File: src/hdl/pfx_pkg.sv
// pfx_pkg: shared types and constants for the postfix expression evaluator
// used by pfx_alu, pfx_stack and postfix_expression_evaluator_top; no dependencies

package pfx_pkg;

    localparam int STACK_DEPTH_DEF = 16;
    localparam int VALUE_WIDTH_DEF = 32;
    localparam int OUT_WIDTH       = 32;
    localparam int SYM_WIDTH       = 8;

    // operator and digit characters
    localparam logic [SYM_WIDTH-1:0] SYM_ADD  = 8'h2B;
    localparam logic [SYM_WIDTH-1:0] SYM_SUB  = 8'h2D;
    localparam logic [SYM_WIDTH-1:0] SYM_MUL  = 8'h2A;
    localparam logic [SYM_WIDTH-1:0] SYM_DIV  = 8'h2F;
    localparam logic [SYM_WIDTH-1:0] SYM_ZERO = 8'h30;

    typedef enum logic [1:0] {
        STAT_OK    = 2'd0,
        STAT_UNDER = 2'd1,
        STAT_OVER  = 2'd2,
        STAT_DIV0  = 2'd3
    } status_t;

    typedef enum logic [1:0] {
        ALU_ADD,
        ALU_SUB,
        ALU_MUL,
        ALU_DIV
    } alu_op_t;

    typedef struct packed {
        logic    start;
        alu_op_t op;
    } alu_req_t;

    typedef enum logic [2:0] {
        PH_IDLE,
        PH_ADDSUB,
        PH_ABS_A,
        PH_ABS_B,
        PH_MUL,
        PH_DIV,
        PH_FIX,
        PH_DONE
    } alu_phase_t;

    typedef enum logic [2:0] {
        ST_IDLE,
        ST_DECODE,
        ST_RD_LHS,
        ST_START,
        ST_WAIT,
        ST_END,
        ST_RESULT
    } ctrl_state_t;

endpackage

File: src/hdl/pfx_stack.sv
// pfx_stack: value stack storage, one write port and one registered read port
// parameter defaults come from pfx_pkg

module pfx_stack #(
    parameter int DEPTH = pfx_pkg::STACK_DEPTH_DEF,
    parameter int WIDTH = pfx_pkg::VALUE_WIDTH_DEF
) (
    input  logic                     clk,
    input  logic                     wr_en,
    input  logic [$clog2(DEPTH)-1:0] wr_addr,
    input  logic [WIDTH-1:0]         wr_data,
    input  logic                     rd_en,
    input  logic [$clog2(DEPTH)-1:0] rd_addr,
    output logic [WIDTH-1:0]         rd_data
);

    logic [WIDTH-1:0] mem [DEPTH];

    always_ff @(posedge clk)
    begin
        if (wr_en)
        begin
            mem[wr_addr] <= wr_data;
        end
    end

    always_ff @(posedge clk)
    begin
        if (rd_en)
        begin
            rd_data <= mem[rd_addr];
        end
    end

endmodule

File: src/hdl/pfx_alu.sv
// pfx_alu: iterative arithmetic unit built around one shared adder
// add/sub in one pass, multiply by shift-add, divide by restoring steps; uses pfx_pkg

module pfx_alu #(
    parameter int WIDTH = pfx_pkg::VALUE_WIDTH_DEF
) (
    input  logic               clk,
    input  logic               rst_n,
    input  pfx_pkg::alu_req_t  req,
    input  logic [WIDTH-1:0]   lhs,
    input  logic [WIDTH-1:0]   rhs,
    output logic               done,
    output logic [WIDTH-1:0]   result
);

    localparam int CNT_W = $clog2(WIDTH);

    pfx_pkg::alu_phase_t phase_reg, phase_next;
    pfx_pkg::alu_op_t    op_reg, op_next;
    logic [WIDTH-1:0]    a_reg, a_next;
    logic [WIDTH-1:0]    b_reg, b_next;
    logic [WIDTH-1:0]    acc_reg, acc_next;
    logic [CNT_W-1:0]    cnt_reg, cnt_next;
    logic                neg_reg, neg_next;

    // shared adder, one bit wider than the operands plus carry out
    logic [WIDTH:0]   add_x, add_y;
    logic             add_cin;
    logic [WIDTH+1:0] add_sum;
    logic             last_step;

    assign add_sum   = {1'b0, add_x} + {1'b0, add_y} + (WIDTH+2)'(add_cin);
    assign last_step = (cnt_reg == CNT_W'(WIDTH - 1));

    always_comb
    begin
        phase_next = phase_reg;
        unique case (phase_reg)
            pfx_pkg::PH_IDLE:
            begin
                if (req.start)
                begin
                    unique case (req.op)
                        pfx_pkg::ALU_ADD: phase_next = pfx_pkg::PH_ADDSUB;
                        pfx_pkg::ALU_SUB: phase_next = pfx_pkg::PH_ADDSUB;
                        pfx_pkg::ALU_MUL: phase_next = pfx_pkg::PH_MUL;
                        pfx_pkg::ALU_DIV: phase_next = pfx_pkg::PH_ABS_A;
                        default:          phase_next = pfx_pkg::PH_IDLE;
                    endcase
                end
            end
            pfx_pkg::PH_ADDSUB: phase_next = pfx_pkg::PH_DONE;
            pfx_pkg::PH_ABS_A:  phase_next = pfx_pkg::PH_ABS_B;
            pfx_pkg::PH_ABS_B:  phase_next = pfx_pkg::PH_DIV;
            pfx_pkg::PH_MUL:    phase_next = last_step ? pfx_pkg::PH_DONE : pfx_pkg::PH_MUL;
            pfx_pkg::PH_DIV:    phase_next = last_step ? pfx_pkg::PH_FIX : pfx_pkg::PH_DIV;
            pfx_pkg::PH_FIX:    phase_next = pfx_pkg::PH_DONE;
            pfx_pkg::PH_DONE:   phase_next = pfx_pkg::PH_IDLE;
            default:            phase_next = pfx_pkg::PH_IDLE;
        endcase
    end

    always_comb
    begin
        op_next  = op_reg;
        a_next   = a_reg;
        b_next   = b_reg;
        acc_next = acc_reg;
        cnt_next = cnt_reg;
        neg_next = neg_reg;
        add_x    = '0;
        add_y    = '0;
        add_cin  = 1'b0;
        unique case (phase_reg)
            pfx_pkg::PH_IDLE:
            begin
                if (req.start)
                begin
                    op_next  = req.op;
                    a_next   = lhs;
                    b_next   = rhs;
                    acc_next = '0;
                    cnt_next = '0;
                    neg_next = lhs[WIDTH-1] ^ rhs[WIDTH-1];
                end
            end
            pfx_pkg::PH_ADDSUB:
            begin
                add_x = {1'b0, a_reg};
                if (op_reg == pfx_pkg::ALU_SUB)
                begin
                    add_y   = {1'b0, ~b_reg};
                    add_cin = 1'b1;
                end
                else
                begin
                    add_y = {1'b0, b_reg};
                end
                acc_next = add_sum[WIDTH-1:0];
            end
            pfx_pkg::PH_ABS_A:
            begin
                add_y   = {1'b0, ~a_reg};
                add_cin = 1'b1;
                if (a_reg[WIDTH-1])
                begin
                    a_next = add_sum[WIDTH-1:0];
                end
            end
            pfx_pkg::PH_ABS_B:
            begin
                add_y   = {1'b0, ~b_reg};
                add_cin = 1'b1;
                if (b_reg[WIDTH-1])
                begin
                    b_next = add_sum[WIDTH-1:0];
                end
            end
            pfx_pkg::PH_MUL:
            begin
                add_x    = {1'b0, acc_reg};
                add_y    = b_reg[0] ? {1'b0, a_reg} : '0;
                acc_next = add_sum[WIDTH-1:0];
                a_next   = {a_reg[WIDTH-2:0], 1'b0};
                b_next   = {1'b0, b_reg[WIDTH-1:1]};
                cnt_next = cnt_reg + CNT_W'(1);
            end
            pfx_pkg::PH_DIV:
            begin
                // trial subtract of the divisor from the shifted remainder
                add_x   = {acc_reg, a_reg[WIDTH-1]};
                add_y   = ~{1'b0, b_reg};
                add_cin = 1'b1;
                if (add_sum[WIDTH+1])
                begin
                    acc_next = add_sum[WIDTH-1:0];
                end
                else
                begin
                    acc_next = add_x[WIDTH-1:0];
                end
                a_next   = {a_reg[WIDTH-2:0], add_sum[WIDTH+1]};
                cnt_next = cnt_reg + CNT_W'(1);
            end
            pfx_pkg::PH_FIX:
            begin
                add_y   = {1'b0, ~a_reg};
                add_cin = 1'b1;
                acc_next = neg_reg ? add_sum[WIDTH-1:0] : a_reg;
            end
            pfx_pkg::PH_DONE:
            begin
            end
            default:
            begin
            end
        endcase
    end

    always_ff @(posedge clk or negedge rst_n)
    begin
        if (!rst_n)
        begin
            phase_reg <= pfx_pkg::PH_IDLE;
        end
        else
        begin
            phase_reg <= phase_next;
        end
    end

    always_ff @(posedge clk)
    begin
        op_reg  <= op_next;
        a_reg   <= a_next;
        b_reg   <= b_next;
        acc_reg <= acc_next;
        cnt_reg <= cnt_next;
        neg_reg <= neg_next;
    end

    assign done   = (phase_reg == pfx_pkg::PH_DONE);
    assign result = acc_reg;

endmodule

File: src/hdl/postfix_expression_evaluator_top.sv
// postfix_expression_evaluator_top: sequencer, stack pointer and result register
// instantiates pfx_stack and pfx_alu; uses pfx_pkg
//
//  channel  | signals                                   | role
//  ---------+-------------------------------------------+-------------------------------
//  item     | item_valid, item_ready, symbol, last      | one character per transfer
//  result   | result_valid, result_ready, value, status | one transfer per last item
//
// multiply and divide items take longest, since the shared alu retires one
// multiplier or quotient bit per cycle. item_ready is high only while the
// sequencer is idle; a finished result waits in its output register while the
// next items are taken, and a last item stalls only if the previous result is
// still not taken. reset clears stack pointer, error status and result valid;
// stack contents stay undefined.

module postfix_expression_evaluator_top #(
    parameter int STACK_DEPTH = pfx_pkg::STACK_DEPTH_DEF,
    parameter int VALUE_WIDTH = pfx_pkg::VALUE_WIDTH_DEF
) (
    input  logic                               clk,
    input  logic                               rst_n,
    input  logic                               item_valid,
    output logic                               item_ready,
    input  logic [pfx_pkg::SYM_WIDTH-1:0]      symbol,
    input  logic                               last,
    output logic                               result_valid,
    input  logic                               result_ready,
    output logic signed [pfx_pkg::OUT_WIDTH-1:0] value,
    output logic [1:0]                         status
);

    localparam int AW = $clog2(STACK_DEPTH);
    localparam int CW = $clog2(STACK_DEPTH + 1);

    pfx_pkg::ctrl_state_t state_reg, state_next;
    logic [pfx_pkg::SYM_WIDTH-1:0] sym_reg, sym_next;
    logic                          last_reg, last_next;
    logic [CW-1:0]                 count_reg, count_next;
    pfx_pkg::status_t              err_reg, err_next;
    logic [VALUE_WIDTH-1:0]        rhs_reg, rhs_next;
    logic signed [pfx_pkg::OUT_WIDTH-1:0] value_reg, value_next;
    pfx_pkg::status_t              status_reg, status_next;
    logic                          out_valid_reg, out_valid_next;

    logic                   wr_en, rd_en;
    logic [AW-1:0]          wr_addr, rd_addr;
    logic [VALUE_WIDTH-1:0] wr_data, rd_data;
    logic signed [VALUE_WIDTH-1:0] top_s;

    pfx_pkg::alu_req_t      alu_req;
    pfx_pkg::alu_op_t       sym_op;
    logic                   alu_done;
    logic [VALUE_WIDTH-1:0] alu_result;

    logic                   is_op;
    logic                   can_pop;
    logic [CW-1:0]          count_m1, count_m2;
    logic signed [pfx_pkg::SYM_WIDTH:0] push_val;
    pfx_pkg::status_t       final_status;

    pfx_stack #(
        .DEPTH (STACK_DEPTH),
        .WIDTH (VALUE_WIDTH)
    ) u_stack (
        .clk     (clk),
        .wr_en   (wr_en),
        .wr_addr (wr_addr),
        .wr_data (wr_data),
        .rd_en   (rd_en),
        .rd_addr (rd_addr),
        .rd_data (rd_data)
    );

    pfx_alu #(
        .WIDTH (VALUE_WIDTH)
    ) u_alu (
        .clk    (clk),
        .rst_n  (rst_n),
        .req    (alu_req),
        .lhs    (rd_data),
        .rhs    (rhs_reg),
        .done   (alu_done),
        .result (alu_result)
    );

    assign is_op = (sym_reg == pfx_pkg::SYM_ADD) || (sym_reg == pfx_pkg::SYM_SUB) ||
                   (sym_reg == pfx_pkg::SYM_MUL) || (sym_reg == pfx_pkg::SYM_DIV);
    assign can_pop  = (count_reg >= CW'(2));
    assign count_m1 = count_reg - CW'(1);
    assign count_m2 = count_reg - CW'(2);
    assign push_val = $signed({1'b0, sym_reg}) - $signed({1'b0, pfx_pkg::SYM_ZERO});
    assign top_s    = rd_data;

    always_comb
    begin
        unique case (sym_reg)
            pfx_pkg::SYM_SUB: sym_op = pfx_pkg::ALU_SUB;
            pfx_pkg::SYM_MUL: sym_op = pfx_pkg::ALU_MUL;
            pfx_pkg::SYM_DIV: sym_op = pfx_pkg::ALU_DIV;
            default:          sym_op = pfx_pkg::ALU_ADD;
        endcase
    end

    // empty stack at the end of an error-free expression counts as underflow
    always_comb
    begin
        if (err_reg != pfx_pkg::STAT_OK)
        begin
            final_status = err_reg;
        end
        else if (count_reg == '0)
        begin
            final_status = pfx_pkg::STAT_UNDER;
        end
        else
        begin
            final_status = pfx_pkg::STAT_OK;
        end
    end

    // next state
    always_comb
    begin
        state_next = state_reg;
        unique case (state_reg)
            pfx_pkg::ST_IDLE:
            begin
                if (item_valid)
                begin
                    state_next = pfx_pkg::ST_DECODE;
                end
            end
            pfx_pkg::ST_DECODE:
            begin
                if ((err_reg == pfx_pkg::STAT_OK) && is_op && can_pop)
                begin
                    state_next = pfx_pkg::ST_RD_LHS;
                end
                else
                begin
                    state_next = pfx_pkg::ST_END;
                end
            end
            pfx_pkg::ST_RD_LHS: state_next = pfx_pkg::ST_START;
            pfx_pkg::ST_START:
            begin
                if ((sym_op == pfx_pkg::ALU_DIV) && (rhs_reg == '0))
                begin
                    state_next = pfx_pkg::ST_END;
                end
                else
                begin
                    state_next = pfx_pkg::ST_WAIT;
                end
            end
            pfx_pkg::ST_WAIT:
            begin
                if (alu_done)
                begin
                    state_next = pfx_pkg::ST_END;
                end
            end
            pfx_pkg::ST_END:
            begin
                if (!last_reg)
                begin
                    state_next = pfx_pkg::ST_IDLE;
                end
                else if (!out_valid_reg)
                begin
                    state_next = pfx_pkg::ST_RESULT;
                end
            end
            pfx_pkg::ST_RESULT: state_next = pfx_pkg::ST_IDLE;
            default:            state_next = pfx_pkg::ST_IDLE;
        endcase
    end

    // datapath and stack control
    always_comb
    begin
        sym_next       = sym_reg;
        last_next      = last_reg;
        count_next     = count_reg;
        err_next       = err_reg;
        rhs_next       = rhs_reg;
        value_next     = value_reg;
        status_next    = status_reg;
        out_valid_next = out_valid_reg & ~result_ready;
        wr_en          = 1'b0;
        wr_addr        = count_reg[AW-1:0];
        wr_data        = alu_result;
        rd_en          = 1'b0;
        rd_addr        = count_m1[AW-1:0];
        alu_req.start  = 1'b0;
        alu_req.op     = sym_op;
        unique case (state_reg)
            pfx_pkg::ST_IDLE:
            begin
                if (item_valid)
                begin
                    sym_next  = symbol;
                    last_next = last;
                end
            end
            pfx_pkg::ST_DECODE:
            begin
                if (err_reg == pfx_pkg::STAT_OK)
                begin
                    if (is_op)
                    begin
                        if (can_pop)
                        begin
                            rd_en = 1'b1;
                        end
                        else
                        begin
                            err_next = pfx_pkg::STAT_UNDER;
                        end
                    end
                    else if (count_reg == CW'(STACK_DEPTH))
                    begin
                        err_next = pfx_pkg::STAT_OVER;
                    end
                    else
                    begin
                        wr_en      = 1'b1;
                        wr_data    = VALUE_WIDTH'(push_val);
                        count_next = count_reg + CW'(1);
                    end
                end
            end
            pfx_pkg::ST_RD_LHS:
            begin
                rhs_next = rd_data;
                rd_en    = 1'b1;
                rd_addr  = count_m2[AW-1:0];
            end
            pfx_pkg::ST_START:
            begin
                count_next = count_m2;
                if ((sym_op == pfx_pkg::ALU_DIV) && (rhs_reg == '0))
                begin
                    err_next = pfx_pkg::STAT_DIV0;
                end
                else
                begin
                    alu_req.start = 1'b1;
                end
            end
            pfx_pkg::ST_WAIT:
            begin
                if (alu_done)
                begin
                    wr_en      = 1'b1;
                    count_next = count_reg + CW'(1);
                end
            end
            pfx_pkg::ST_END:
            begin
                if (last_reg && !out_valid_reg)
                begin
                    rd_en = 1'b1;
                end
            end
            pfx_pkg::ST_RESULT:
            begin
                status_next    = final_status;
                value_next     = (final_status == pfx_pkg::STAT_OK) ?
                                 pfx_pkg::OUT_WIDTH'(top_s) : '0;
                out_valid_next = 1'b1;
                count_next     = '0;
                err_next       = pfx_pkg::STAT_OK;
            end
            default:
            begin
            end
        endcase
    end

    always_ff @(posedge clk or negedge rst_n)
    begin
        if (!rst_n)
        begin
            state_reg     <= pfx_pkg::ST_IDLE;
            count_reg     <= '0;
            err_reg       <= pfx_pkg::STAT_OK;
            out_valid_reg <= 1'b0;
        end
        else
        begin
            state_reg     <= state_next;
            count_reg     <= count_next;
            err_reg       <= err_next;
            out_valid_reg <= out_valid_next;
        end
    end

    always_ff @(posedge clk)
    begin
        sym_reg    <= sym_next;
        last_reg   <= last_next;
        rhs_reg    <= rhs_next;
        value_reg  <= value_next;
        status_reg <= status_next;
    end

    assign item_ready   = (state_reg == pfx_pkg::ST_IDLE);
    assign result_valid = out_valid_reg;
    assign value        = value_reg;
    assign status       = status_reg;

endmodule

File: config.mk
export PLATFORM = sky130hd
export DESIGN_NAME = postfix_expression_evaluator_top
export DESIGN_NICKNAME = d
export VERILOG_FILES = /design/src/hdl/pfx_pkg.sv /design/src/hdl/pfx_stack.sv /design/src/hdl/pfx_alu.sv /design/src/hdl/postfix_expression_evaluator_top.sv
export SDC_FILE = /design/constraint.sdc
export NUM_CORES = 1
export LEC_CHECK = 0
export BUFFER_PORTS_ARGS = -buffer_cell sky130_fd_sc_hd__buf_2
export CORE_MARGIN = 2
export CORE_UTILIZATION = 35
export CTS_BUF_LIST = sky130_fd_sc_hd__clkbuf_4 sky130_fd_sc_hd__clkbuf_8 sky130_fd_sc_hd__clkbuf_16
export DETAILED_ROUTE_END_ITERATION = 12
export GPL_TIMING_DRIVEN = 0
export PLACE_DENSITY_LB_ADDON = 0.08
export SKIP_LAST_GASP = 1
export SYNTH_ARGS = -nofsm -noshare
export SYNTH_HDL_FRONTEND = slang
export SYNTH_SLANG_ARGS = --single-unit
export TNS_END_PERCENT = 50
File: constraint.sdc
create_clock -name clk -period 10 [get_ports clk]
set_input_delay 2 -clock clk [delete_from_list [all_inputs] [get_ports clk]]
set_output_delay 2 -clock clk [all_outputs]
set_load 0.05 [all_outputs]
Word level (Yosys, flattened, before mapping)
Memory sizes are Yosys's and may differ from the RTL's. A register that Yosys moved wholly into a read port is not among the register bits.
Index checks and enable logic that the tools add are counted.
{ "totals": {"ff_bits": 193, "mem_bits_rw": 512, "out_inout_bits": 36, "inputBits": 13, "memories": 1} }
{ "memory_table": {"columns": ["name", "depth", "word_bits", "read_ports", "rd_ports_with_merged_regs", "wr", "line", "rtl"], "rows": [
  ["u_stack.mem", 16, 32, 1, 1, 1, "pfx_stack.sv:17", "logic [WIDTH-1:0] mem [DEPTH];"]
]} }
{ "classes": {"mux": 64, "n_reduce_logical": 39, "n_eq_ne": 35, "magnitude_cmp": 1, "add_sub_neg": 7, "bitwise_logic": 6} }
{ "op_table": {"columns": ["operator", "count"], "rows": [
  ["$mux 32", 13],
  ["$pmux 32 s4", 2],
  ["$pmux 33 s5", 1],
  ["$pmux 33 s3", 1],
  ["$pmux 32 s3", 1],
  ["$not 32->32", 2],
  ["$add 33x33->34", 1],
  ["$add 34x1->34", 1],
  ["$not 32->33", 1],
  ["$eq 8x6->1 const B", 4],
  ["$logic_not 32->1", 1],
  ["$mux 5", 5],
  ["$eq 3x3->1 const B", 7],
  ["$pmux 3 s7", 1],
  ["$pmux 5 s4", 1],
  ["$mux 3", 6],
  ["$pmux 3 s6", 1],
  ["$mux 1", 16],
  ["$mux 2", 8],
  ["$ne 2x2->1 const B", 7],
  ["$eq 3x2->1 const B", 4],
  ["$pmux 2 s3", 2],
  ["$reduce_and 2->1", 6],
  ["$reduce_bool 4->1", 3],
  ["other kinds (31)", 57]
]} }

Logic depth before layout (Yosys ltp)
{ "depth": {"ltp_word": 9, "ltp_mapped": 20, "mapped_depth_nobuf": 16} }

Modules after synthesis
From an unflattened synthesis, not the netlist that was laid out.
{ "hier_totals": {"cells_unflattened": 2089, "area_unflattened_um2": 32477.4} }
{ "modules_own_cells": {"columns": ["mod", "instances", "area_each_um2", "cells_per_inst", "seq_area_each_um2"], "rows": [
  ["pfx_stack", 1, 20155.6, 838, 16335.7],
  ["pfx_alu", 1, 8296.7, 917, 3198.1],
  ["postfix_expression_evaluator_top", 1, 4025.1, 334, 2527.4]
]} }

Worst setup path before layout
Ideal clock, no wire load.
{ "synth_timing": {"path_kind": "reg2reg", "from": "reg count_reg[1]", "to": "mem u_stack.mem[0][0] (netlist name), enable pin", "required_time_ns": 9.539, "n_path_buf": 0, "period_less_slack_ns": 4.267, "arrival_ns": 3.806, "path_stages_with_launch": 8, "path_slack_ns": 5.733, "setup_time_ns": 0.461, "path_cell_list": "dfrtp_1 inv_1 ha_1 a31oi_1 nand4_1 a21oi_1 nand2_1 nor3_1"} }
{ "synth_between": {"elab_chain_len": 7} }
{ "synth_lines": {"columns": ["item", "line", "rtl"], "rows": [
  ["start, declared", "postfix_expression_evaluator_top.sv:38", "logic [CW-1:0] count_reg, count_next;"],
  ["start signal, assigned", "postfix_expression_evaluator_top.sv:293", "count_reg <= count_next;"],
  ["$eq 5x5->1", "postfix_expression_evaluator_top.sv:221", "else if (count_reg == CW'(STACK_DEPTH))"],
  ["$mux 1", "postfix_expression_evaluator_top.sv:221", null],
  ["$mux 1", "postfix_expression_evaluator_top.sv:210", "if (is_op)"],
  ["$mux 1", "postfix_expression_evaluator_top.sv:208", "if (err_reg == pfx_pkg::STAT_OK)"],
  ["$pmux 1 s2", "postfix_expression_evaluator_top.sv:197", "unique case (state_reg)"],
  ["$mux 1", "pfx_stack.sv:21", "if (wr_en)"],
  ["$mux 1 (implied by the code)", "pfx_stack.sv:23", "mem[wr_addr] <= wr_data;"],
  ["end, declared", "pfx_stack.sv:17", null]
]} }
Parallel ways exist; a longest one is shown, timed or not.

Worst setup path in the final report
{ "layout_timing": {"from": "reg u_alu.phase_reg[0]", "to": "reg u_alu.b_reg[30], data pin"} }
{ "layout_between": {"elab_chain_len": 7, "elab_cells_between_ends": 16, "classes_between": "add/sub: 2; eq/ne: 6; mux: 5; reduce/logical: 3"} }
{ "layout_lines": {"columns": ["item", "line", "rtl"], "rows": [
  ["start, declared", "pfx_alu.sv:18", "pfx_pkg::alu_phase_t phase_reg, phase_next;"],
  ["start signal, assigned", "pfx_alu.sv:164", "phase_reg <= pfx_pkg::PH_IDLE;"],
  ["start signal, assigned", "pfx_alu.sv:168", "phase_reg <= phase_next;"],
  ["$eq 3x3->1 or $eq 3x2->1 (tied branches)", "pfx_alu.sv:74", "unique case (phase_reg)"],
  ["$reduce_or 2->1 (no line)", null, null],
  ["$pmux 33 s5", "pfx_alu.sv:74", null],
  ["$add 33x33->34", "pfx_alu.sv:32", "assign add_sum = {1'b0, add_x} + {1'b0, add_y} + (WIDTH+2)'(add_cin);"],
  ["$add 34x1->34", "pfx_alu.sv:32", null],
  ["$mux 32", "pfx_alu.sv:114", "if (b_reg[WIDTH-1])"],
  ["$pmux 32 s3 *", "pfx_alu.sv:74", null],
  ["via u_alu.b_next[30]", "pfx_alu.sv:21", "logic [WIDTH-1:0] b_reg, b_next;"],
  ["end signal, assigned", "pfx_alu.sv:176", "b_reg <= b_next;"],
  ["end, declared", "pfx_alu.sv:21", null]
]} }
The timed path passes the listed nets; every way through them passes the cells marked *. The select of a mux whose other input is x is not followed.
A chain may end at the register's enable or synchronous reset.

==> results.yml <==
critical_path:
  critPathMostFrequentCell: "o21ai_0"
  rr_startpoint: "u_alu.phase_reg[0]"
  r2r_end: "u_alu.b_reg[30]"
  timing.critical_path.buf_inv: 3
  critPathArrivalTime_ns: 6.79
  worstSetupEndpointType: "register"
  worstSetupPathType: "reg -> reg"
  cpMaxStageDelayCell: "a311oi_1"
  start_kind: "register"
  rrSetupSlack_ns: 3.56
  cpLargestDelayFamily: "compound AO/OA/AOI/OAI gates"
  path_cells: "clkbuf_1, clkbuf_1, clkbuf_1, mux2i_1, o21ai_0, nand2_1, fa_1, fa_1, nor2b_1, o211ai_1, a31oi_1, o21ai_0, o21ai_0, o221a_2, nor2_1, a311oi_1, o21ai_0"
  reg2reg_depth: 17
  worstPathRequired_ns: 10.35
  cp_max_fo: 10
  slowest_delay_ns: 0.73
grt:
  globalRouteMet1Util_pct: 28.4
  grt_pass1_vias: 20700
  antenna_found_initial: 2
  grt_first_pass_wirelength_mm: 145
  grt_max_degree: 32
  busiest_layer: "met2"
  grtUsageTotal_pct: 20.4
  grt_overflow_total: 0
  met2_usage_pct: 33.7
  met3_usage_pct: 2.38
placement:
  io_buffers: 48
  gp_congestion: 0.921
  dp_slack_ns: 3.64
  placedCellCount: 3544
  hpwl_mm: 72.9
detailed_routing:
  drcViolationCount: 0
  antenna_left: 0
  dr.pass1.iters: 8
  wire_per_inst_um: 27.0
  vias: 20400
  dr.first_iter.drc_count: 2255
  viasPerCell: 5.53
  postRouteWirelength_mm: 99.8
layout:
  synthToLayoutAreaGrowth_pct: 15.7
  multi_input_area_mm2: 0.0102
  largest_register_ffs: 512
  fin_nets: 2435
  utilization_pct: 40.9
  fin_cells: 3689
  drive_above_1_share_pct: 16.8
  antenna_cells: 0
  fill_cells: 8663
  regArea_mm2: 0.0221
  regMostFlops: "u_stack.mem"
run_status:
  status: "complete, but fails checks"
  violations: "max-capacitance violations"
clock_tree:
  cts_root_buffer: "clkbuf_16"
  ctsResizeCount: 0
  worstSkewPairLatency_ns: 0.64
  cts_buffers: 83
  h-tree-depth: 3
  clk_pin_slew_worst_paths_ns: 0.06
  cts_tree: "done"
  postCtsHoldBufs: 0
  cts_num_sinks: 737
  cts_setup_buffers: 0
  ctsLongestPathBuffers: 3
floorplan:
  dieArea_mm2: 0.0967
  ioPinCount: 49
  start_util_pct: 35.3
  core_area_mm2: 0.0933
  die_h_um: 311
  die_w_um: 311
  rows: 112
timing:
  drv_slew: 0
  period_share_pct: 64.4
  slew_headroom_pct: 0.736
  fmax_mhz: 155
  tns_ns: 0
  finalSetupViolations: 0
  worst_clock_skew_ns: 0.0227
  hold_viol_final: 0
  rsz0062_at_grt: "no"
  fin_ws_ns: 3.56
  finalCriticalPeriod_ns: 6.44
  tightest_slew_ns: 1.48
yosys:
  syn_avg_cell_area_um2: 15.0
  synth_area_leaders: "edfxtp_1 66%, mux4_2 8.7%, mux2i_1 2.5%"
  synthFlopType: "edfxtp_1"
  yosysSeqAreaShare_pct: 66.9
  synth_largest_area_cell: "edfxtp_1"
  netlist_instances: 2204
  synth_enable_flop_cells: 723
  synth-seq-cells: 737
  ys.warnings.count: 0
  yosysUniqueCellTypes: 72
  syn-cell-area_mm2: 0.0330
  yosysTopAreaCellShare_pct: 65.8
  async_flop_share_pct: 1.90
  syn-num-nets: 2264
hold_path:
  min_from: "u_stack.rd_data[23]"
  whs_endpoint: "rhs_reg[23]"
  min_path_cells: 0
  hold_path.class: "reg -> reg"
flow_run:
  cap_violations: 1
==> worst reg2reg max path: cells and delay by family (launching register included) <==
family,cells,cell delay [ns]
multiplexers,1,0.16
AO/OA/AOI/OAI,8,2.85
flip-flops,1,0.33
AND/OR/NAND/NOR,3,0.37
buffers and inverters,3,1.50
adder cells (fa/ha/maj),2,0.97
==> final cells by class <==
class                           instances  share of cell area (%)
Inverter                               64                   0.629
Tap cell                             1254                    4.11
Timing Repair Buffer                   86                    2.16
Clock buffer                          100                    5.84
Clock inverter                         45                    1.11
Buffer                                134                    1.55
Multi-Input combinational cell       1269                    26.8
Sequential cell                       737                    57.8
==> routing by layer <==
metal / vias up / share of wire (%)
met5: - / 0
met4: 0 / 2.8
met3: 148 / 5.2
met2: 666 / 48
met1: 10500 / 44
li1: 9056 / -
==> worst max-delay path by stage <==
stage	start	end	slack, ns	cells after the start
after detailed placement	u_alu.phase_reg[0]	u_alu.b_reg[30]	3.64	17
after global placement	err_reg[1]	u_stack.mem[1][23]	2.44	5
final	u_alu.phase_reg[0]	u_alu.b_reg[30]	3.56	17
after CTS	u_alu.phase_reg[0]	u_alu.b_reg[30]	3.62	17
after global routing	u_alu.phase_reg[0]	u_alu.b_reg[30]	3.15	17
after floorplan	count_reg[1]	u_stack.mem[0][0]	5.73	7
==> logic make-up after synthesis <==
logic type                 synth area share [%]
DFF                                        66.9
xor gates and xnor gates                  0.903
AOI/OAI and AO/OA                          9.69
adders and majority gates                  1.83
and+or+nand+nor                            6.73
muxes                                      11.4
buffers and inverters                      2.53
==> synthesized netlist by cell type (all sizes together), types with 10 or more instances <==
library cell  instances
a211oi               37
a21o                 16
a21oi               155
a222oi               32
a22oi                46
a31oi                11
and3                 41
buf                  33
clkbuf              101
dfrtp                14
edfxtp              723
ha                   45
inv                  63
mux2i                82
mux4                128
nand2               162
nand3                18
nand4                11
nor2                161
nor2b                40
nor3                 14
nor4                 10
o211ai               43
o21a                 10
o21ai                81
o22ai                11
xnor2                18
xor2                 16
==> cells in the final DEF, fill, tap and decap left out, types with 60 or more instances in the layout <==
master and count:
edfxtp_1 723, nand2_1 160, a21oi_1 154, nor2_1 149, mux4_2 128, clkbuf_1 101
clkbuf_16 84, mux2i_1 82, o21ai_0 67, buf_2 62, inv_1 60
==> stage by stage <==
stage | area, um^2 | hold slack (ns)
global route | 38200 | 0.526
finish | 38200 | 0.507
global placement | 34800 | 0.506
detailed placement | 35500 | 0.486
floorplan | 33000 | 0.442
CTS | 38200 | 0.500
Power is not shown: default switching activity piles up to over one toggle a cycle in this logic, so the estimate is an artifact.
